**config.mk**
```make
export PLATFORM = sky130hd
export DESIGN_NAME = cyrillic_vigenere_cipher
export DESIGN_NICKNAME = d
export VERILOG_FILES = /design/src/hw/rtl/cvc_pkg.sv /design/src/hw/rtl/cvc_csr.sv /design/src/hw/rtl/cvc_xform.sv /design/src/hw/rtl/cyrillic_vigenere_cipher.sv
export VERILOG_INCLUDE_DIRS = /design/src /design/src/hw/rtl
export SDC_FILE = /design/constraint.sdc
export NUM_CORES = 1
export LEC_CHECK = 0
export BUFFER_PORTS_ARGS = -buffer_cell sky130_fd_sc_hd__clkbuf_2
export CORE_ASPECT_RATIO = 1.4
export CORE_MARGIN = 2
export CORE_UTILIZATION = 50
export CTS_BUF_LIST = sky130_fd_sc_hd__clkbuf_2
export DETAILED_ROUTE_END_ITERATION = 10
export PLACE_DENSITY = 0.82
export SYNTH_ARGS = -nofsm -noshare
export SYNTH_HDL_FRONTEND = slang
export SYNTH_SLANG_ARGS = --single-unit
```
**constraint.sdc**
```tcl
create_clock -name clock -period 5.5 [get_ports clock]
set_input_delay 1.65 -clock clock [delete_from_list [all_inputs] [get_ports clock]]
set_output_delay 1.65 -clock clock [all_outputs]
set_load 0.03 [all_outputs]
```
**src/hw/rtl/cyrillic_vigenere_cipher_macros.svh**
```systemverilog
// ---------------------------------------------------------------------------
// cyrillic_vigenere_cipher_macros.svh
// Assertion macros for the Cyrillic Vigenere cipher block.
// ---------------------------------------------------------------------------
`ifndef CYRILLIC_VIGENERE_CIPHER_MACROS_SVH
`define CYRILLIC_VIGENERE_CIPHER_MACROS_SVH

`ifndef SYNTH

// same-cycle implication
`define CVC_ASSERT_IMPL(label, clk, rst, ante, cons) \
   label: assert property (@(posedge clk) disable iff (rst) (ante) |-> (cons)) \
      else $error("cvc assertion failed");

// next-cycle implication
`define CVC_ASSERT_NEXT(label, clk, rst, ante, cons) \
   label: assert property (@(posedge clk) disable iff (rst) (ante) |=> (cons)) \
      else $error("cvc assertion failed");

`else

`define CVC_ASSERT_IMPL(label, clk, rst, ante, cons)
`define CVC_ASSERT_NEXT(label, clk, rst, ante, cons)

`endif

`endif

```
**src/hw/rtl/cvc_pkg.sv**
```systemverilog
// ---------------------------------------------------------------------------
// cvc_pkg
// Shared types and constants of the Cyrillic Vigenere cipher block.
// ---------------------------------------------------------------------------
`default_nettype none

package cvc_pkg;

   localparam int CODE_W    = 16;
   localparam int LETTER_W  = 5;
   localparam int POS_W     = 4;
   localparam int LEN_W     = 5;
   localparam int KEY_SLOTS = 16;
   localparam int HALF_W    = 40;

   localparam logic [CODE_W-1:0] UPPER_BASE = 16'h0410;
   localparam logic [CODE_W-1:0] UPPER_LAST = 16'h042F;
   localparam logic [CODE_W-1:0] LOWER_BASE = 16'h0430;
   localparam logic [CODE_W-1:0] LOWER_LAST = 16'h044F;

   localparam logic MODE_ENCRYPT = 1'b0;

   typedef enum logic [1:0] {
      CSR_KEY_LOW  = 2'd0,
      CSR_KEY_HIGH = 2'd1,
      CSR_KEY_LEN  = 2'd2
   } csr_index_type;

   typedef struct packed {
      logic [KEY_SLOTS-1:0][LETTER_W-1:0] letters;
      logic [LEN_W-1:0]                   eff_len;
   } key_cfg_type;

   typedef struct packed {
      logic [CODE_W-1:0] code_out;
      logic              letter;
      logic [POS_W-1:0]  pos_next;
   } xform_res_type;

endpackage

`default_nettype wire

```
**src/hw/rtl/cvc_csr.sv**
```systemverilog
// ---------------------------------------------------------------------------
// cvc_csr
// Key registers and effective key length.
// ---------------------------------------------------------------------------
`default_nettype none

module cvc_csr #(
   parameter int KEY_LETTERS_MAX = 16
) (
   input  wire logic                        clock,
   input  wire logic                        reset,
   input  wire logic                        csr_wr_en,
   input  wire logic [1:0]                  csr_index,
   input  wire logic [cvc_pkg::HALF_W-1:0]  csr_wdata,
   output cvc_pkg::key_cfg_type             cfg
);

   localparam int CapInt = (KEY_LETTERS_MAX > cvc_pkg::KEY_SLOTS) ? cvc_pkg::KEY_SLOTS :
                           ((KEY_LETTERS_MAX < 1) ? 1 : KEY_LETTERS_MAX);
   localparam logic [cvc_pkg::LEN_W-1:0] CapLen = cvc_pkg::LEN_W'(CapInt);

   logic [cvc_pkg::HALF_W-1:0] key_low_ff;
   logic [cvc_pkg::HALF_W-1:0] key_high_ff;
   logic [cvc_pkg::LEN_W-1:0]  key_len_ff;

   always_ff @(posedge clock) begin
      if (reset) begin
         key_low_ff  <= '0;
         key_high_ff <= '0;
         key_len_ff  <= cvc_pkg::LEN_W'(1);
      end else if (csr_wr_en) begin
         unique case (cvc_pkg::csr_index_type'(csr_index))
            cvc_pkg::CSR_KEY_LOW:  key_low_ff  <= csr_wdata;
            cvc_pkg::CSR_KEY_HIGH: key_high_ff <= csr_wdata;
            cvc_pkg::CSR_KEY_LEN:  key_len_ff  <= csr_wdata[cvc_pkg::LEN_W-1:0];
            default: ;
         endcase
      end
   end

   // zero length acts as one, long length saturates at the cap
   always_comb begin
      cfg.letters = {key_high_ff, key_low_ff};
      priority if (key_len_ff == '0) begin
         cfg.eff_len = cvc_pkg::LEN_W'(1);
      end else if (key_len_ff > CapLen) begin
         cfg.eff_len = CapLen;
      end else begin
         cfg.eff_len = key_len_ff;
      end
   end

endmodule

`default_nettype wire

```
**src/hw/rtl/cvc_xform.sv**
```systemverilog
// ---------------------------------------------------------------------------
// cvc_xform
// Letter detect, key shift and next key position for one word.
// ---------------------------------------------------------------------------
`default_nettype none

module cvc_xform (
   input  wire cvc_pkg::key_cfg_type         cfg,
   input  wire logic [cvc_pkg::POS_W-1:0]    pos_cur,
   input  wire logic                         mode,
   input  wire logic [cvc_pkg::CODE_W-1:0]   char_code,
   input  wire logic                         start_req,
   output cvc_pkg::xform_res_type            res
);

   logic [cvc_pkg::POS_W-1:0]    pos_sel;
   logic [cvc_pkg::POS_W-1:0]    pos_use;
   logic [cvc_pkg::LEN_W-1:0]    pos_inc;
   logic [cvc_pkg::LETTER_W-1:0] key_k;
   logic [cvc_pkg::LETTER_W-1:0] idx;
   logic [cvc_pkg::LETTER_W-1:0] rot;
   logic                         is_upper;
   logic                         is_lower;
   logic [cvc_pkg::CODE_W-1:0]   base;

   always_comb begin
      pos_sel = start_req ? '0 : pos_cur;
      // stale position after the length was lowered
      pos_use = ({1'b0, pos_sel} >= cfg.eff_len) ? '0 : pos_sel;
      key_k   = cfg.letters[pos_use];

      is_upper = (char_code >= cvc_pkg::UPPER_BASE) && (char_code <= cvc_pkg::UPPER_LAST);
      is_lower = (char_code >= cvc_pkg::LOWER_BASE) && (char_code <= cvc_pkg::LOWER_LAST);
      base     = is_upper ? cvc_pkg::UPPER_BASE : cvc_pkg::LOWER_BASE;

      // both bases end in 5'h10, so the index is the low bits plus 16
      idx = {~char_code[4], char_code[3:0]};
      rot = (mode == cvc_pkg::MODE_ENCRYPT) ? (idx + key_k) : (idx - key_k);

      pos_inc = {1'b0, pos_use} + cvc_pkg::LEN_W'(1);

      res.letter = is_upper || is_lower;
      if (res.letter) begin
         res.code_out = base + {{(cvc_pkg::CODE_W-cvc_pkg::LETTER_W){1'b0}}, rot};
         res.pos_next = (pos_inc >= cfg.eff_len) ? '0 : pos_inc[cvc_pkg::POS_W-1:0];
      end else begin
         res.code_out = char_code;
         res.pos_next = pos_sel;
      end
   end

endmodule

`default_nettype wire

```
**src/hw/rtl/cyrillic_vigenere_cipher.sv**
```systemverilog
// ---------------------------------------------------------------------------
// cyrillic_vigenere_cipher
// Vigenere cipher over the 32-letter Russian alphabet, one word per cycle unless stalled.
// ---------------------------------------------------------------------------
// Takes one character word per cycle unless rsp_ready stalls, and returns
// one result word for each, in order. Key shift logic sits between an
// input register and a result register; the key position register is
// updated as a word moves from the input register to the result register,
// so back-to-back letters chain through it. The result register frees the
// input side while a finished word waits for rsp_ready. The user must write
// key registers through the csr_ port only while no word is in flight
// (the block does not enforce it); key length clamps to 1..KEY_LETTERS_MAX.
`default_nettype none

`include "cyrillic_vigenere_cipher_macros.svh"

module cyrillic_vigenere_cipher #(
   parameter int KEY_LETTERS_MAX = 16
) (
   input  wire logic                        clock,
   input  wire logic                        reset,

   input  wire logic                        req_valid,
   output logic                             req_ready,
   input  wire logic                        req_mode,
   input  wire logic [cvc_pkg::CODE_W-1:0]  req_char_code,
   input  wire logic                        req_start_req,

   output logic                             rsp_valid,
   input  wire logic                        rsp_ready,
   output logic [cvc_pkg::CODE_W-1:0]       rsp_char_code_out,
   output logic                             rsp_was_letter,

   input  wire logic                        csr_wr_en,
   input  wire logic [1:0]                  csr_index,
   input  wire logic [cvc_pkg::HALF_W-1:0]  csr_wdata
);

   cvc_pkg::key_cfg_type   cfg;
   cvc_pkg::xform_res_type xf;

   logic                        s1_valid_ff;
   logic                        s1_mode_ff;
   logic [cvc_pkg::CODE_W-1:0]  s1_code_ff;
   logic                        s1_start_ff;
   logic [cvc_pkg::POS_W-1:0]   pos_ff;
   logic                        out_valid_ff;
   logic [cvc_pkg::CODE_W-1:0]  out_code_ff;
   logic                        out_letter_ff;
   logic                        s1_adv;
   logic                        req_fire;

   cvc_csr #(
      .KEY_LETTERS_MAX (KEY_LETTERS_MAX)
   ) u_csr (
      .clock     (clock),
      .reset     (reset),
      .csr_wr_en (csr_wr_en),
      .csr_index (csr_index),
      .csr_wdata (csr_wdata),
      .cfg       (cfg)
   );

   cvc_xform u_xform (
      .cfg       (cfg),
      .pos_cur   (pos_ff),
      .mode      (s1_mode_ff),
      .char_code (s1_code_ff),
      .start_req (s1_start_ff),
      .res       (xf)
   );

   assign s1_adv    = s1_valid_ff && (!out_valid_ff || rsp_ready);
   assign req_ready = !s1_valid_ff || s1_adv;
   assign req_fire  = req_valid && req_ready;

   always_ff @(posedge clock) begin
      if (reset) begin
         s1_valid_ff  <= 1'b0;
         out_valid_ff <= 1'b0;
         pos_ff       <= '0;
      end else begin
         if (req_ready) begin
            s1_valid_ff <= req_valid;
         end
         if (s1_adv) begin
            out_valid_ff <= 1'b1;
            pos_ff       <= xf.pos_next;
         end else if (rsp_ready) begin
            out_valid_ff <= 1'b0;
         end
      end
   end

   always_ff @(posedge clock) begin
      if (req_fire) begin
         s1_mode_ff  <= req_mode;
         s1_code_ff  <= req_char_code;
         s1_start_ff <= req_start_req;
      end
      if (s1_adv) begin
         out_code_ff   <= xf.code_out;
         out_letter_ff <= xf.letter;
      end
   end

   assign rsp_valid         = out_valid_ff;
   assign rsp_char_code_out = out_code_ff;
   assign rsp_was_letter    = out_letter_ff;

   `CVC_ASSERT_NEXT(a_adv_fills_out, clock, reset, s1_adv, out_valid_ff)
   `CVC_ASSERT_NEXT(a_pos_hold, clock, reset, !s1_adv, $stable(pos_ff))
   `CVC_ASSERT_NEXT(a_nonletter_keeps_pos, clock, reset, s1_adv && !xf.letter && !s1_start_ff, $stable(pos_ff))
   `CVC_ASSERT_IMPL(a_letter_in_range, clock, reset, out_valid_ff && out_letter_ff, (out_code_ff >= cvc_pkg::UPPER_BASE) && (out_code_ff <= cvc_pkg::LOWER_LAST))

endmodule

`default_nettype wire

```
==> results.json <==
{
  "cp_max_fo": 12,
  "async_reset_ff_frac": 0,
  "pwr-share-seq": 0.600,
  "wire_per_inst_um": 19.2,
  "clk_pin_slew_ps": 180,
  "worst_r2r_path_depth": 18,
  "place_congestion": 1.01,
  "fin_crit_ps": 5100,
  "cts_hold_buffers": 0,
  "core_area_um2": 11400,
  "fmax_mhz": 196,
  "crit_chain": "nor2b_1 -> ha_1 -> nand2b_1 -> and2_1 -> o21ai_1 -> nor3_1 -> a21o_1 -> o211ai_1 -> ha_1 -> o21ai_0 -> fa_1 -> a21o_1 -> a21oi_1 -> xor2_1 -> xnor3_1 -> ha_1 -> o21ai_0 -> a2bb2oi_1",
  "irDropWorstVdd_v": 0.000183,
  "overflow": 0,
  "whs_ps": 462,
  "cts-root-buf": "clkbuf_2",
  "finalMaxSlewViolations": 0,
  "synth_edf_count": 35,
  "slowest_stage": "edfxtp_1",
  "hold_path.startpoint": "s1_code_ff[13]$_DFFE_PP_",
  "leakage_uw": 0.00253,
  "drtAntennaViolNets": 0,
  "grt_pass1_vias": 5241,
  "antenna_cells": 0,
  "via_per_inst": 5.86,
  "cp_top_family": "compound AO/OA/AOI/OAI gates",
  "status": "complete, no violations",
  "max_cap_violations": 0,
  "intPower_uw": 1220,
  "r2r_slack_ps": 400,
  "ys_seq_area_frac": 0.487,
  "swShare": 0.278,
  "min_to": "rsp_char_code_out[13]$_SDFFCE_PN0P_",
  "place_hpwl_mm": 13.2,
  "grt_pass1_wl_mm": 27.2,
  "port_buffers": 83,
  "worstSkewPairLatency_ps": 670,
  "crit_top_cell": "ha_1",
  "slew_headroom": 0.399,
  "drt-initial-drc-count": 280,
  "critical_path_buf_inv_count": 0,
  "finalCritPeriodShare": 0.928,
  "vias": 5318,
  "syn_nets": 768,
  "synth_area_um2": 5900,
  "start_util": 0.518,
  "nets": 833,
  "rows": 46,
  "critical_path_class": "flop to flop",
  "syn_to_final_growth_pct": 11.7,
  "hold_viol": 0,
  "die_y_um": 133,
  "pre_cts_ws_ps": 285,
  "hold_path_class": "flop to flop",
  "fillers": 1065,
  "io_pins": 84,
  "avgSynthCellArea_um2": 8.60,
  "grtUsageTotal": 0.284,
  "drive_gt1_frac": 0.198,
  "worst_setup_path_start_kind": "flop",
  "cts_num_sinks": 126,
  "hold_depth": 0,
  "drtPass1Iterations": 5,
  "critPathMaxStageDelay_ps": 520,
  "crit_path_end_kind": "flop",
  "fin_ws_ps": 396,
  "r2r-start": "s1_start_ff$_DFFE_PP_",
  "rr_endpoint": "rsp_char_code_out[6]$_DFFE_PP_",
  "antenna_found_initial": 0,
  "htreeDepth": 4,
  "cts_tree": "done",
  "syn_inst": 686,
  "yosysWarnings": 0,
  "setup_viol": 0,
  "die_w_um": 95.8,
  "power_switching_uw": 470,
  "drt-total-wl_mm": 17.4,
  "synth_ff_type": "dfxtp_1",
  "pwr-share-clk": 0.301,
  "critPathArrivalTime_ps": 5540,
  "numCtsBuffers": 17,
  "worst_slew_pin_slew_ps": 902,
  "die_area_um2": 12700,
  "drc_errors": 0,
  "grt_max_degree": 72,
  "required_ps": 5930,
  "ys_ff_latch": 126,
  "clock_skew_ps": 28.7,
  "synth.distinct_cells": 70,
  "combPwrFrac": 0.099,
  "clk_path_buf_depth": 2,
  "powerDensity_nw_per_um2": 257
}
-- registers in the layout, indices dropped and copies added (netlist names) --
name               count
u_csr.key_len_ff       5
s1_code_ff            16
u_csr.key_high_ff     40
rsp_char_code_out     16
s1_mode_ff             1
s1_valid_ff            1
pos_ff                 4
rsp_valid              1
rsp_was_letter         1
s1_start_ff            1
u_csr.key_low_ff      40
-- synthesized netlist by cell type, types with 4 or more instances --
library cell,number,share of area
o221ai_1,4,0.0059
mux2i_1,6,0.010
ha_1,16,0.034
nor2_1,28,0.018
nor4_1,6,0.0064
nor3_1,14,0.012
edfxtp_1,35,0.18
inv_1,12,0.0076
o32ai_1,5,0.0074
and3_1,4,0.0042
a21oi_1,99,0.084
xnor2_1,7,0.010
o311ai_1,5,0.0074
o21ai_0,13,0.011
nand3_1,6,0.0051
nor2b_1,7,0.0074
nand2b_1,5,0.0053
a21o_1,4,0.0051
clkbuf_1,40,0.025
o21ai_1,5,0.0042
nand2_1,189,0.12
a22oi_1,4,0.0051
buf_2,4,0.0034
dfxtp_1,91,0.31
buf_4,4,0.0051
-- worst register-to-register path, stage by stage (launching register included) --
cell	delay, ps
edfxtp_1	520
nor2b_1	150
ha_1	230
nand2b_1	340
and2_1	410
o21ai_1	270
nor3_1	360
a21o_1	180
o211ai_1	140
ha_1	310
o21ai_0	150
fa_1	480
a21o_1	200
a21oi_1	170
xor2_1	170
xnor3_1	260
ha_1	230
o21ai_0	210
a2bb2oi_1	100
-- metrics by stage --
step,instance area (um2),cells,TNS [ps],power (uW),util
5_1_grt,6590,908,-6.98,1770,0.578
2_1_floorplan,5900,686,0,1130,-
3_5_place_dp,6370,874,0,1200,0.559
3_3_place_gp,6370,874,0,1190,0.559
4_1_cts,6570,906,0,1700,0.577
6_report,6590,908,0,1690,0.578
-- layer usage --
| layer | up-vias | GRT usage | part of all wire |
|---|---|---|---|
| met5 | - | 0 | 0 |
| met1 | 2526 | 0.318 | 0.37 |
| met3 | 63 | 0.0575 | 0.058 |
| met2 | 199 | 0.488 | 0.51 |
| li1 | 2530 | - | - |
| met4 | 0 | 0.160 | 0.056 |
-- cells by family (layout without fill, tap and decap cells) --
family,Yosys count,count (layout),share of synthesized area
compound gates,175,175,0.188
mux,6,6,0.0102
flops,126,126,0.487
fa+ha+maj,17,17,0.0373
buf+inv,67,145,0.0477
xor+xnor,10,10,0.0172
simple gates,285,285,0.213
-- timing repair --
item | in CTS | in global routing
buffers inserted | 0 | 2
resized for setup | 0 | 2
setup endpoints to repair | 0 | 2
-- cells in the final DEF, fill, tap and decap left out, drive strengths merged, types with 7 or more instances in the layout --
master  netlist  final
inv          16     19
nor2b         8      8
xnor2         7      7
a21oi       100    100
nor2         29     29
buf          11     14
nand2       190    190
ha           16     16
nor3         16     16
o21ai        20     20
dfxtp        91     91
o311ai        8      8
clkbuf       40    104
edfxtp       35     35
-- final cells by class --
| type | instances | area (um2) | share of cell area |
|---|---|---|---|
| clock buffer | 21 | 105 | 0.0159 |
| clock inverter | 11 | 92.6 | 0.0140 |
| inverter | 16 | 62.6 | 0.00949 |
| multi-input combinational | 493 | 2760 | 0.418 |
| sequential | 126 | 2870 | 0.436 |
| tap | 144 | 180 | 0.0273 |
| timing repair buffer | 97 | 520 | 0.0790 |
-- power by group through the flow --
| stage | clock (uW) | sequential (uW) | combinational, uW |
|---|---|---|---|
| CTS | 514 | 1020 | 166 |
| floorplan | 0 | 1040 | 95.6 |
| finish | 509 | 1020 | 168 |
| global placement | 0 | 1030 | 158 |
| global route | 563 | 1020 | 186 |
| detailed placement | 0 | 1040 | 166 |
-- how the worst max path moves through the flow --
| stage | cells after the start | slack, ps | endpoint | startpoint |
|---|---|---|---|---|
| after floorplan | 21 | 960 | rsp_char_code_out[6]$_DFFE_PP_ | s1_start_ff$_DFFE_PP_ |
| after global placement | 19 | 550 | rsp_char_code_out[6]$_DFFE_PP_ | s1_start_ff$_DFFE_PP_ |
| after detailed placement | 19 | 290 | rsp_char_code_out[6]$_DFFE_PP_ | s1_start_ff$_DFFE_PP_ |
| after CTS | 19 | 290 | rsp_char_code_out[6]$_DFFE_PP_ | s1_start_ff$_DFFE_PP_ |
| after global routing | 18 | -7 | rsp_char_code_out[6]$_DFFE_PP_ | s1_start_ff$_DFFE_PP_ |
| final | 18 | 400 | rsp_char_code_out[6]$_DFFE_PP_ | s1_start_ff$_DFFE_PP_ |
No activity file was read; power rests on OpenSTA's default activity.
